===== src/hdl/amsd_pkg.sv =====
// Shared constants, types and codes of the accelerometer step detector.
// No dependencies; every other file imports this package.

package amsd_pkg;

    // Field widths
    localparam int unsigned AXIS_W     = 15;
    localparam int unsigned MAG_W      = 2 * AXIS_W;   // 3 * 16384^2 < 2^30
    localparam int unsigned TIME_W     = 32;
    localparam int unsigned CNT_W      = 32;
    localparam int unsigned THR_W      = 30;
    localparam int unsigned INT_W      = 16;
    localparam int unsigned CFG_IDX_W  = 1;
    localparam int unsigned CFG_DATA_W = 32;

    // Register reset values
    localparam logic [THR_W-1:0] THR_RESET = THR_W'(490000);
    localparam logic [INT_W-1:0] INT_RESET = INT_W'(250);

    // Request codes
    localparam logic REQ_SAMPLE = 1'b0;
    localparam logic REQ_CLEAR  = 1'b1;

    // Configuration register indexes
    typedef enum logic [CFG_IDX_W-1:0] {
        CFG_DEV_THR = 1'b0,
        CFG_MIN_INT = 1'b1
    } amsd_cfg_idx_t;

    // Low-pass divisor and its reciprocal: floor(n / 100) = (n * RECIP_MUL) >> RECIP_SHIFT,
    // exact for every n below 2^31
    localparam int unsigned LPF_DIV     = 100;
    localparam int unsigned RECIP_SHIFT = 38;
    localparam int unsigned RECIP_W     = 32;
    localparam logic [RECIP_W-1:0] RECIP_MUL =
        RECIP_W'(((64'd1 << RECIP_SHIFT) + 64'(LPF_DIV) - 64'd1) / 64'(LPF_DIV));
    localparam int unsigned PROD_W = MAG_W + 1 + RECIP_W;
    localparam int unsigned QUO_W  = PROD_W - RECIP_SHIFT;

    // Queue between front and back (power of two)
    localparam int unsigned FIFO_DEPTH = 2;
    localparam int unsigned FIFO_AW    = $clog2(FIFO_DEPTH);
    localparam int unsigned FIFO_CW    = $clog2(FIFO_DEPTH + 1);

    // Classified request handed from front to back
    typedef struct packed {
        logic              clear;
        logic [MAG_W-1:0]  mag;
        logic [TIME_W-1:0] time_ms;
    } amsd_item_t;

endpackage


===== src/hdl/amsd_if.sv =====
// Handshake channels of the step detector: sample requests, results, register writes.
// Depends on amsd_pkg for the field widths.

interface amsd_sample_if import amsd_pkg::*; ();
    logic                     valid;
    logic                     ready;
    logic                     req_type;
    logic signed [AXIS_W-1:0] accel_x_mg;
    logic signed [AXIS_W-1:0] accel_y_mg;
    logic signed [AXIS_W-1:0] accel_z_mg;
    logic [TIME_W-1:0]        time_ms;

    modport source (output valid, req_type, accel_x_mg, accel_y_mg, accel_z_mg, time_ms,
                    input ready);
    modport sink   (input valid, req_type, accel_x_mg, accel_y_mg, accel_z_mg, time_ms,
                    output ready);
endinterface

interface amsd_result_if import amsd_pkg::*; ();
    logic             valid;
    logic             ready;
    logic             step_seen;
    logic [CNT_W-1:0] steps_total;

    modport source (output valid, step_seen, steps_total, input ready);
    modport sink   (input valid, step_seen, steps_total, output ready);
endinterface

interface amsd_cfg_if import amsd_pkg::*; ();
    logic                  valid;
    logic                  ready;
    logic [CFG_IDX_W-1:0]  index;
    logic [CFG_DATA_W-1:0] data;

    modport source (output valid, index, data, input ready);
    modport sink   (input valid, index, data, output ready);
endinterface


===== src/hdl/amsd_front.sv =====
// Front stage: accepts requests, squares the three axes and registers the magnitude.
// Depends on amsd_pkg.

module amsd_front import amsd_pkg::*;
(
    input  logic                     clk,
    input  logic                     rst_n,
    input  logic                     in_valid,
    output logic                     in_ready,
    input  logic                     req_type,
    input  logic signed [AXIS_W-1:0] accel_x_mg,
    input  logic signed [AXIS_W-1:0] accel_y_mg,
    input  logic signed [AXIS_W-1:0] accel_z_mg,
    input  logic [TIME_W-1:0]        time_ms,
    output logic                     out_valid,
    input  logic                     out_ready,
    output amsd_item_t               out_item
);

    logic       valid_reg;
    logic       valid_next;
    amsd_item_t item_reg;
    amsd_item_t item_next;
    logic [AXIS_W-1:0] abs_x;
    logic [AXIS_W-1:0] abs_y;
    logic [AXIS_W-1:0] abs_z;
    logic [MAG_W-1:0]  sq_x;
    logic [MAG_W-1:0]  sq_y;
    logic [MAG_W-1:0]  sq_z;
    logic              take;

    // Magnitude of each axis; full negative scale gives 2^(AXIS_W-1)
    function automatic logic [AXIS_W-1:0] axis_abs(input logic signed [AXIS_W-1:0] v);
        return v[AXIS_W-1] ? AXIS_W'(~v + 1'b1) : AXIS_W'(v);
    endfunction

    assign abs_x = axis_abs(accel_x_mg);
    assign abs_y = axis_abs(accel_y_mg);
    assign abs_z = axis_abs(accel_z_mg);

    // Squared magnitude, three parallel multipliers and one adder
    assign sq_x = MAG_W'(abs_x) * MAG_W'(abs_x);
    assign sq_y = MAG_W'(abs_y) * MAG_W'(abs_y);
    assign sq_z = MAG_W'(abs_z) * MAG_W'(abs_z);

    assign in_ready = !valid_reg || out_ready;
    assign take     = in_valid && in_ready;

    always_comb
    begin
        item_next         = item_reg;
        item_next.clear   = (req_type == REQ_CLEAR);
        item_next.mag     = sq_x + sq_y + sq_z;
        item_next.time_ms = time_ms;
        if (take)
        begin
            valid_next = 1'b1;
        end
        else if (out_ready)
        begin
            valid_next = 1'b0;
        end
        else
        begin
            valid_next = valid_reg;
        end
    end

    // Stage valid
    always_ff @(posedge clk or negedge rst_n)
    begin
        if (!rst_n)
        begin
            valid_reg <= 1'b0;
        end
        else
        begin
            valid_reg <= valid_next;
        end
    end

    // Stage payload
    always_ff @(posedge clk)
    begin
        if (take)
        begin
            item_reg <= item_next;
        end
    end

    assign out_valid = valid_reg;
    assign out_item  = item_reg;

endmodule


===== src/hdl/amsd_queue.sv =====
// Short queue between the front and back stages; takes a push while full if a pop
// happens in the same cycle. Depends on amsd_pkg.

module amsd_queue import amsd_pkg::*;
(
    input  logic       clk,
    input  logic       rst_n,
    input  logic       in_valid,
    output logic       in_ready,
    input  amsd_item_t in_item,
    output logic       out_valid,
    input  logic       out_ready,
    output amsd_item_t out_item
);

    amsd_item_t          mem [FIFO_DEPTH];
    logic [FIFO_AW-1:0]  wr_ptr_reg;
    logic [FIFO_AW-1:0]  rd_ptr_reg;
    logic [FIFO_CW-1:0]  count_reg;
    logic [FIFO_CW-1:0]  count_next;
    logic                push;
    logic                pop;

    assign out_valid = (count_reg != '0);
    assign pop       = out_valid && out_ready;
    assign in_ready  = (count_reg != FIFO_CW'(FIFO_DEPTH)) || pop;
    assign push      = in_valid && in_ready;
    assign out_item  = mem[rd_ptr_reg];

    // Occupancy
    always_comb
    begin
        count_next = count_reg;
        if (push && !pop)
        begin
            count_next = count_reg + 1'b1;
        end
        else if (pop && !push)
        begin
            count_next = count_reg - 1'b1;
        end
    end

    // Pointers and count
    always_ff @(posedge clk or negedge rst_n)
    begin
        if (!rst_n)
        begin
            wr_ptr_reg <= '0;
            rd_ptr_reg <= '0;
            count_reg  <= '0;
        end
        else
        begin
            count_reg <= count_next;
            if (push)
            begin
                wr_ptr_reg <= wr_ptr_reg + 1'b1;
            end
            if (pop)
            begin
                rd_ptr_reg <= rd_ptr_reg + 1'b1;
            end
        end
    end

    // Storage
    always_ff @(posedge clk)
    begin
        if (push)
        begin
            mem[wr_ptr_reg] <= in_item;
        end
    end

endmodule


===== src/hdl/amsd_back.sv =====
// Back stage: baseline filter, step decision, step counter, result register and the
// configuration registers. Depends on amsd_pkg.

module amsd_back import amsd_pkg::*;
(
    input  logic                  clk,
    input  logic                  rst_n,
    input  logic                  in_valid,
    output logic                  in_ready,
    input  amsd_item_t            in_item,
    input  logic                  cfg_valid,
    output logic                  cfg_ready,
    input  logic [CFG_IDX_W-1:0]  cfg_index,
    input  logic [CFG_DATA_W-1:0] cfg_data,
    output logic                  out_valid,
    input  logic                  out_ready,
    output logic                  step_seen,
    output logic [CNT_W-1:0]      steps_total
);

    logic [THR_W-1:0]  thr_reg;
    logic [INT_W-1:0]  int_reg;
    logic [MAG_W-1:0]  base_reg;
    logic [MAG_W-1:0]  base_next;
    logic [TIME_W-1:0] last_reg;
    logic [TIME_W-1:0] last_next;
    logic [CNT_W-1:0]  total_reg;
    logic [CNT_W-1:0]  total_next;
    logic              seen_next;
    logic              out_valid_reg;
    logic              out_seen_reg;
    logic [CNT_W-1:0]  out_total_reg;

    logic              take;
    logic              below;
    logic [MAG_W-1:0]  dev;
    logic [MAG_W:0]    num;
    logic [PROD_W-1:0] prod;
    logic [QUO_W-1:0]  quo;
    logic [MAG_W-1:0]  base_filt;
    logic [TIME_W-1:0] elapsed;
    logic              step_hit;

    assign in_ready  = !out_valid_reg || out_ready;
    assign take      = in_valid && in_ready;
    assign cfg_ready = 1'b1;

    // Deviation from the baseline
    assign below = (in_item.mag < base_reg);
    assign dev   = below ? (base_reg - in_item.mag) : (in_item.mag - base_reg);

    // New baseline = base + floor((mag - base) / 100); the negative side rounds
    // toward minus infinity, hence the added divisor minus one
    assign num  = below ? ({1'b0, dev} + (MAG_W + 1)'(LPF_DIV - 1)) : {1'b0, dev};
    assign prod = PROD_W'(num) * PROD_W'(RECIP_MUL);
    assign quo  = prod[PROD_W-1:RECIP_SHIFT];
    assign base_filt = below ? (base_reg - MAG_W'(quo)) : (base_reg + MAG_W'(quo));

    // Step test, time difference wraps
    assign elapsed  = in_item.time_ms - last_reg;
    assign step_hit = (dev > MAG_W'(thr_reg))
                   && (elapsed > TIME_W'(int_reg));

    // State update for one request
    always_comb
    begin
        base_next  = base_reg;
        last_next  = last_reg;
        total_next = total_reg;
        seen_next  = 1'b0;
        if (in_item.clear)
        begin
            base_next  = '0;
            last_next  = '0;
            total_next = '0;
        end
        else if (base_reg == '0)
        begin
            base_next = in_item.mag;
        end
        else
        begin
            base_next = base_filt;
            if (step_hit)
            begin
                total_next = total_reg + 1'b1;
                last_next  = in_item.time_ms;
                seen_next  = 1'b1;
            end
        end
    end

    // Detector state and result valid
    always_ff @(posedge clk or negedge rst_n)
    begin
        if (!rst_n)
        begin
            base_reg      <= '0;
            last_reg      <= '0;
            total_reg     <= '0;
            out_valid_reg <= 1'b0;
        end
        else
        begin
            if (take)
            begin
                base_reg      <= base_next;
                last_reg      <= last_next;
                total_reg     <= total_next;
                out_valid_reg <= 1'b1;
            end
            else if (out_ready)
            begin
                out_valid_reg <= 1'b0;
            end
        end
    end

    // Result payload
    always_ff @(posedge clk)
    begin
        if (take)
        begin
            out_seen_reg  <= seen_next;
            out_total_reg <= total_next;
        end
    end

    // Configuration registers
    always_ff @(posedge clk or negedge rst_n)
    begin
        if (!rst_n)
        begin
            thr_reg <= THR_RESET;
            int_reg <= INT_RESET;
        end
        else if (cfg_valid)
        begin
            unique case (amsd_cfg_idx_t'(cfg_index))
                CFG_DEV_THR: thr_reg <= cfg_data[THR_W-1:0];
                CFG_MIN_INT: int_reg <= cfg_data[INT_W-1:0];
            endcase
        end
    end

    assign out_valid   = out_valid_reg;
    assign step_seen   = out_seen_reg;
    assign steps_total = out_total_reg;

endmodule


===== src/hdl/accel_magnitude_step_detector_top.sv =====
// Top level of the accelerometer step detector: front stage, queue, back stage.
// Depends on amsd_pkg, amsd_if, amsd_front, amsd_queue and amsd_back.
//
//   channel  role    carries
//   -------  ------  -----------------------------------------------------------
//   sample   sink    req_type, accel_x_mg, accel_y_mg, accel_z_mg, time_ms
//   result   source  step_seen, steps_total (one result per request)
//   cfg      sink    index, data (0: deviation_threshold, 1: min_step_interval_ms)
//
// One request per cycle sustained while results are taken; each request is registered in
// turn in the front register, a queue entry and the back register. The rate is set by the
// baseline recurrence in the back stage: one reciprocal multiply and add per cycle.
// Reset clears the baseline, last step time and count; no clearing pass is needed.
// A stalled result holds the back stage; the queue and the front register absorb three
// more requests before sample.ready drops. cfg is always ready.

module accel_magnitude_step_detector_top import amsd_pkg::*;
(
    input  logic          clk,
    input  logic          rst_n,
    amsd_sample_if.sink   sample,
    amsd_result_if.source result,
    amsd_cfg_if.sink      cfg
);

    logic       fr_valid;
    logic       fr_ready;
    amsd_item_t fr_item;
    logic       bk_valid;
    logic       bk_ready;
    amsd_item_t bk_item;

    // Request intake and magnitude
    amsd_front u_front (
        .clk        (clk),
        .rst_n      (rst_n),
        .in_valid   (sample.valid),
        .in_ready   (sample.ready),
        .req_type   (sample.req_type),
        .accel_x_mg (sample.accel_x_mg),
        .accel_y_mg (sample.accel_y_mg),
        .accel_z_mg (sample.accel_z_mg),
        .time_ms    (sample.time_ms),
        .out_valid  (fr_valid),
        .out_ready  (fr_ready),
        .out_item   (fr_item)
    );

    // Decoupling queue
    amsd_queue u_queue (
        .clk       (clk),
        .rst_n     (rst_n),
        .in_valid  (fr_valid),
        .in_ready  (fr_ready),
        .in_item   (fr_item),
        .out_valid (bk_valid),
        .out_ready (bk_ready),
        .out_item  (bk_item)
    );

    // Baseline, step decision and result
    amsd_back u_back (
        .clk         (clk),
        .rst_n       (rst_n),
        .in_valid    (bk_valid),
        .in_ready    (bk_ready),
        .in_item     (bk_item),
        .cfg_valid   (cfg.valid),
        .cfg_ready   (cfg.ready),
        .cfg_index   (cfg.index),
        .cfg_data    (cfg.data),
        .out_valid   (result.valid),
        .out_ready   (result.ready),
        .step_seen   (result.step_seen),
        .steps_total (result.steps_total)
    );

endmodule


===== src/flat_wrapper.sv =====
// flat-port wrapper written by rule: the top's interface ports become plain ports
module accel_magnitude_step_detector_top_flat import amsd_pkg::*;
  (clk, rst_n, sample_valid, sample_req_type, sample_accel_x_mg, sample_accel_y_mg, sample_accel_z_mg, sample_time_ms, sample_ready, result_valid, result_step_seen, result_steps_total, result_ready, cfg_valid, cfg_index, cfg_data, cfg_ready);
  amsd_sample_if sample_i ();
  amsd_result_if result_i ();
  amsd_cfg_if cfg_i ();
  input  logic clk;
  input  logic rst_n;
  input wire logic [$bits(sample_i.valid)-1:0] sample_valid;
  input wire logic [$bits(sample_i.req_type)-1:0] sample_req_type;
  input wire logic [$bits(sample_i.accel_x_mg)-1:0] sample_accel_x_mg;
  input wire logic [$bits(sample_i.accel_y_mg)-1:0] sample_accel_y_mg;
  input wire logic [$bits(sample_i.accel_z_mg)-1:0] sample_accel_z_mg;
  input wire logic [$bits(sample_i.time_ms)-1:0] sample_time_ms;
  output wire logic [$bits(sample_i.ready)-1:0] sample_ready;
  output wire logic [$bits(result_i.valid)-1:0] result_valid;
  output wire logic [$bits(result_i.step_seen)-1:0] result_step_seen;
  output wire logic [$bits(result_i.steps_total)-1:0] result_steps_total;
  input wire logic [$bits(result_i.ready)-1:0] result_ready;
  input wire logic [$bits(cfg_i.valid)-1:0] cfg_valid;
  input wire logic [$bits(cfg_i.index)-1:0] cfg_index;
  input wire logic [$bits(cfg_i.data)-1:0] cfg_data;
  output wire logic [$bits(cfg_i.ready)-1:0] cfg_ready;
  assign sample_i.valid = sample_valid;
  assign sample_i.req_type = sample_req_type;
  assign sample_i.accel_x_mg = sample_accel_x_mg;
  assign sample_i.accel_y_mg = sample_accel_y_mg;
  assign sample_i.accel_z_mg = sample_accel_z_mg;
  assign sample_i.time_ms = sample_time_ms;
  assign sample_ready = sample_i.ready;
  assign result_valid = result_i.valid;
  assign result_step_seen = result_i.step_seen;
  assign result_steps_total = result_i.steps_total;
  assign result_i.ready = result_ready;
  assign cfg_i.valid = cfg_valid;
  assign cfg_i.index = cfg_index;
  assign cfg_i.data = cfg_data;
  assign cfg_ready = cfg_i.ready;
  accel_magnitude_step_detector_top u_core (.clk(clk), .rst_n(rst_n), .sample(sample_i), .result(result_i), .cfg(cfg_i));
endmodule

===== config.mk =====
export PLATFORM = sky130hd
export DESIGN_NAME = accel_magnitude_step_detector_top_flat
export DESIGN_NICKNAME = d
export VERILOG_FILES = /design/src/hdl/amsd_pkg.sv /design/src/hdl/amsd_if.sv /design/src/hdl/amsd_front.sv /design/src/hdl/amsd_queue.sv /design/src/hdl/amsd_back.sv /design/src/hdl/accel_magnitude_step_detector_top.sv /design/src/flat_wrapper.sv
export SDC_FILE = /design/constraint.sdc
export NUM_CORES = 2
export LEC_CHECK = 0
export BUFFER_PORTS_ARGS = -buffer_cell sky130_fd_sc_hd__clkbuf_2
export CAP_MARGIN = 20
export CORE_ASPECT_RATIO = 1.75
export CORE_UTILIZATION = 50
export CTS_BUF_LIST = sky130_fd_sc_hd__clkbuf_16
export DETAILED_ROUTE_END_ITERATION = 6
export HOLD_SLACK_MARGIN = 0.12
export PLACE_DENSITY = 0.66
export SYNTH_ARGS = -nofsm -noshare
export SYNTH_HDL_FRONTEND = slang
export SYNTH_SLANG_ARGS = --single-unit

===== constraint.sdc =====
create_clock -name clk -period 23.7 [get_ports clk]
set_clock_uncertainty 0.05 [all_clocks]
set_input_delay 4.74 -clock clk [delete_from_list [all_inputs] [get_ports clk]]
set_output_delay 4.74 -clock clk [all_outputs]
set_load 0.02 [all_outputs]

== Word-level counts from Yosys, hierarchy flattened ==
Memory sizes are Yosys's and may differ from the RTL's.
Cells that the tools add are included.
Cells by class
  add/sub/neg operators: 16
  $mul: 4
  magnitude comparators: 3
  equal/unequal tests: 2
  mux-type cells: 23
  bitwise logic cells: 4
  reductions and logical operators: 23
Operators by type and width (number)
  32-bit two-way mux: 6
  30-bit two-way mux: 4
  15-bit by 15-bit multiplier with 30-bit output: 3
  31-bit by 31-bit multiplier with 62-bit output, second input constant: 1
  30-bit adder: 2
  30-bit subtractor: 2
  15-bit by 1-bit adder with 15-bit output, second input constant: 3
  15-bit two-way mux: 3
  15-bit NOT: 3
  32-bit by 1-bit adder with 32-bit output, second input constant: 1
  32-bit by 16-bit greater-than comparator with 1-bit output: 1
  32-bit subtractor: 1
  30-bit by 7-bit adder with 31-bit output, second input constant: 1
  31-bit two-way mux: 1
  30-bit by 25-bit adder with 30-bit output: 1
  30-bit greater-than comparator: 1
  30-bit zero test: 1
  30-bit < comparator: 1
  30-bit by 25-bit subtractor with 30-bit output: 1
  2-bit nonzero test: 5
  1-bit two-way mux: 7
  1-bit logical AND: 6
  1-bit zero test: 4
  2-bit two-way mux: 2
  10 further kinds: 14
Word-level totals
  register bits after elaboration: 242
  memory bits (writable): 126
  bits of input ports: 116
  output and inout port bits: 36
  memories kept: 1
Memory list
  u_core.u_queue.mem: words 2, bits a word 63, read ports 1, clocked after memory_dff 0, write ports 1, RTL line amsd_queue.sv:16  | amsd_item_t mem [FIFO_DEPTH];

== Longest topological paths before layout ==
An unclocked memory read counts as a cell.
  depth in word-level cells: 10
  gate-level depth with buffers: 60

== Cells and area by module ==
Synthesis repeated with hierarchy kept, for this count alone.
Second synthesis, totals
  cell total of the unflattened synthesis: 6309
  area, all modules: 60425.5 um^2
By module, submodules not included
  amsd_back: instances 1, cells each 3925, area each 34389.2 um^2
  amsd_front: instances 1, cells each 2170, area each 21286.7 um^2
  amsd_queue: instances 1, cells each 214, area each 4749.6 um^2

== Worst setup path before layout ==
Ideal clock, no wire load.
  path kind: register to register
  start: reg u_core.u_queue.rd_ptr_reg
  end: reg u_core.u_back.base_reg[29]
  library setup time: 0.071 ns
  arrival: 15.376 ns
  setup slack: 8.203 ns
  cell stages (with the launch flop): 55
  path buffers: 2
  clock period less this slack: 15.497 ns
  cell sequence: dfrtp_1 > clkbuf_1 > clkbuf_1 > mux2_2 > inv_1 > ha_1 > inv_1 > fa_1 > a21o_1 > a221o_1 > a31o_4 > o211a_4 > or3_1 > a211oi_2 > xor2_1 > a2111oi_1 > nand4_1 > and4bb_2 > [19 not listed] > o21ai_0 > nor3_1 > or2_2 > or4_1 > o21ai_0 > xnor2_1 > ha_1 > nor2b_1 > a311o_1 > a41o_1 > o311a_1 > a21o_1 > a41o_1 > o41ai_1 > o21ai_0 > xnor2_1 > or4_1 > nand4_1
Between the ends
  cells in the longest elaborated chain, start to end: 10
  elaborated cells between the ends (all ways): 13
  those cells by class: add/sub (5); mul (1); order compare (1); mux (5); memory (1)
RTL lines
  start, declared: RTL line amsd_queue.sv:18  | logic [FIFO_AW-1:0] rd_ptr_reg;
  start signal, assigned: RTL line amsd_queue.sv:62  | rd_ptr_reg <= rd_ptr_reg + 1'b1;
  memory 2 x 63 bit (*)
  30-bit subtractor / 30-bit < comparator (equally long branches): RTL line amsd_back.sv:50, amsd_back.sv:49
  30-bit two-way mux: RTL line amsd_back.sv:50  | assign dev = below ? (base_reg - in_item.mag) : (in_item.mag - base_reg);
  30-bit by 7-bit adder with 31-bit output: RTL line amsd_back.sv:54  | assign num = below ? ({1'b0, dev} + (MAG_W + 1)'(LPF_DIV - 1)) : {1'b0, dev};
  31-bit two-way mux: RTL line amsd_back.sv:54
  31-bit by 31-bit multiplier with 62-bit output: RTL line amsd_back.sv:55  | assign prod = PROD_W'(num) * PROD_W'(RECIP_MUL);
  30-bit by 25-bit adder with 30-bit output / 30-bit by 25-bit subtractor with 30-bit output (equally long branches): RTL line amsd_back.sv:57  | assign base_filt = below ? (base_reg - MAG_W'(quo)) : (base_reg + MAG_W'(quo));
  30-bit two-way mux: RTL line amsd_back.sv:57
  30-bit two-way mux: RTL line amsd_back.sv:77  | else if (base_reg == '0)
  30-bit two-way mux (*): RTL line amsd_back.sv:71  | if (in_item.clear)
  end signal, assigned: RTL line amsd_back.sv:107  | base_reg <= base_next;
  end, declared: RTL line amsd_back.sv:23  | logic [MAG_W-1:0] base_reg;
Every way passes the cells marked *; elsewhere a longest branch is shown, timed or not.
A chain may end at the register's enable or synchronous reset.

== Worst setup path after layout ==
Ends and elaborated chain as after synthesis.

==> impl_metrics.tcl <==
set metrics [dict create \
    status "finished clean" \
    grtUsageTotal 0.303 \
    wl_per_cell_um 22.5 \
    crit_type "reg2reg" \
    cp-start-kind "flop" \
    row_count 167 \
    port_buffers 148 \
    die-area_mm2 0.120 \
    yosysSeqAreaShare 0.174 \
    routabilityCongestion 0.987 \
    cts_buffer_depth 3 \
    cts_tree "done" \
    ys.flop_type "edfxtp_1" \
    postCtsSetupBuffers 0 \
    io_pins 152 \
    path_delay_family "compound AO/OA/AOI/OAI gates" \
    drt-initial-drc-count 2206 \
    grt_pass1_vias 47398 \
    period_share 0.794 \
    ys_seq_elements 368 \
    die_y_um 458 \
    chipWidth_um 263 \
    max_freq_mhz 53.2 \
    setup_viol 0 \
    clock-sinks 368 \
    cts_hold_buf 0 \
    netlist_area_mm2 0.0595 \
    period_needed_ns 18.81 \
    largest_reg_flops 126 \
    numCtsBuffers 37 \
    antenna_found_initial 1 \
    hold_class "reg2reg" \
    synth_cells 6181 \
    start_util 0.504 \
    cp-end-kind "flop" \
    top_register "u_core.u_queue.mem" \
    clock_latency_ns 0.59 \
    rsz0062_at_grt "false" \
    drv_cap 0 \
    timing.rr.start "u_core.u_queue.rd_ptr_reg" \
    crit_top_cell "fa_1" \
    worst_ep_arrival_time_ns 19.26 \
    gr-total-overflow 0 \
    avgViaCountPerCell 5.51 \
    postRouteAntennaNets 0 \
    relSlewSlack 0.175 \
    root_buffer "clkbuf_16" \
    totalWireLength_mm 178 \
    hold_viol 0 \
    cts_resized 0 \
    area_growth_pct 7.11 \
    drive_gt1_frac 0.0770 \
    synth_edf_count 222 \
    firstDrtPassIters 5 \
    crit_path_start "u_core.u_queue.rd_ptr_reg" \
    multi_input_area_mm2 0.0430 \
    synth_area_leader_cell "fa_1" \
    yosysWarnings 0 \
    critPathMaxStageDelay_ns 0.73 \
    coreArea_mm2 0.118 \
    remaining_drc_errors 0 \
    place_hpwl_mm 155 \
    synth_top_area_frac 0.296 \
    avgSynthCellArea_um2 9.62 \
    critical_path_buf_inv_count 6 \
    synth_cell_types 116 \
    vias 43487 \
    regToRegSetupSlack_ns 4.89 \
    crit_fanout 44 \
    fin_setup_tns_ns 0 \
    critPathSlowestCell "dfrtp_2" \
    cp.required_ns 24.15 \
    clkTransAtPathRegs_ns 0.07 \
    cts_max_level 2 \
    grt_pass1_wl_mm 272 \
    grt_start_max_net_pins 94 \
    min-delay-start "u_core.u_front.out_item[46]" \
    final_area_mm2 0.0637 \
    tightestPinTransition_ns 1.23 \
    nFillCells 10815 \
    hold_ws_ns 0.371 \
    synth_area_leaders "fa_1 30%, ha_1 16%, edfxtp_1 11%" \
    seq_area_mm2 0.0103 \
    post_dp_cell_area_mm2 0.0624 \
    drv_slew 0 \
    async_flop_share 0.397 \
    nNetsFinal 8094 \
]
[synth_stat cells, types with 22 or more instances]
library cell,count
a21o_1,113
or3_1,28
and3_1,44
mux2_2,80
a21oi_1,230
mux2i_1,22
a211oi_1,30
a32o_1,31
nor2b_1,27
a31oi_1,26
nor2_1,387
clkbuf_1,87
nand4_1,63
o21bai_1,31
nand2b_1,45
edfxtp_1,222
nand3_1,65
buf_2,29
ha_1,761
xor2_1,93
xnor2_1,170
o21ai_0,148
nand2_1,357
inv_1,1533
dfrtp_1,131
nor3_1,59
o21a_1,28
fa_1,879
o22ai_1,31
and2_1,41
[layer usage]
metal / wire length (um) / GRT usage
met1: 56700 / 0.277
met5: 0 / 0
met3: 4470 / 0.0201
met4: 18200 / 0.259
met2: 98300 / 0.597
[kinds of logic (layout without fill, tap and decap cells)]
kind of cell,count (synthesis),in the layout,share of synthesized area
other,2,33,0.000126
flip-flops,368,368,0.174
multiplexers,102,102,0.0188
AND/OR/NAND/NOR,1232,1232,0.0991
adder cells (fa/ha/maj),1643,1643,0.456
buffers and inverters,1677,1834,0.107
XOR/XNOR,280,280,0.0445
AO/OA/AOI/OAI,877,877,0.100
[placed cells by master, fill, tap and decap left out, types with 15 or more instances in the layout]
master     synthesis  routed
a21o_1           113     113
inv_1           1533    1539
nor3_1            59      59
nand4_1           63      63
a211oi_1          30      28
and2_1            41      39
conb_1             2      31
o21ai_0          148     148
a31oi_1           26      26
or3_1             28      28
fa_1             879     879
mux2_2            80      80
nand2b_1          45      45
xnor2_1          170     164
o21a_1            28      28
nand3_1           65      65
o31ai_1           21      21
a32o_1            31      31
clkbuf_2           0     147
o22ai_1           31      31
nand2_1          357     356
xor2_1            93      91
nor4_1            16      16
nor2b_1           27      26
xnor2_2           11      17
mux2i_1           22      21
dfstp_2           15      15
a21oi_1          230     230
dfrtp_1          131     130
buf_4              2      70
o211ai_1          16      16
ha_1             761     761
nor2_1           387     383
or2_2             20      20
and3_1            44      44
clkbuf_16          0      39
edfxtp_1         222     222
o21bai_1          31      31
[through the flow]
stage | instances | util | setup slack, ns
2_1_floorplan | 6210 | - | 8.20
3_5_place_dp | 7818 | 0.528 | 5.02
4_1_cts | 7886 | 0.539 | 4.94
3_3_place_gp | 7816 | 0.528 | 5.14
5_1_grt | 7889 | 0.540 | 4.21
6_report | 7890 | 0.540 | 4.89
[cell type report]
type | instances | area share
multi-input cells | 4165 | 0.676
flip-flops and latches | 368 | 0.162
inverters | 1548 | 0.0912
well taps | 1521 | 0.0299
repair buffers | 218 | 0.0200
clock buffers | 39 | 0.0153
clock inverters | 29 | 0.00566
diodes | 2 | 0.0000786
[final timing paths]
kind                                                   end  cells past startpoint
worst max-delay path            u_core.u_back.base_reg[29]                     53
worst min-delay path             u_core.u_queue.mem[1][46]                      0
worst max register to register  u_core.u_back.base_reg[29]                     53
worst min register to register   u_core.u_queue.mem[1][46]                      0
max in group asynchronous        u_core.u_queue.rd_ptr_reg                      2
min in group asynchronous       u_core.u_back.last_reg[21]                      1
Power is left out: the tool's default activity adds up to more than one toggle a clock period on the data nets, which glitch-free logic cannot reach.
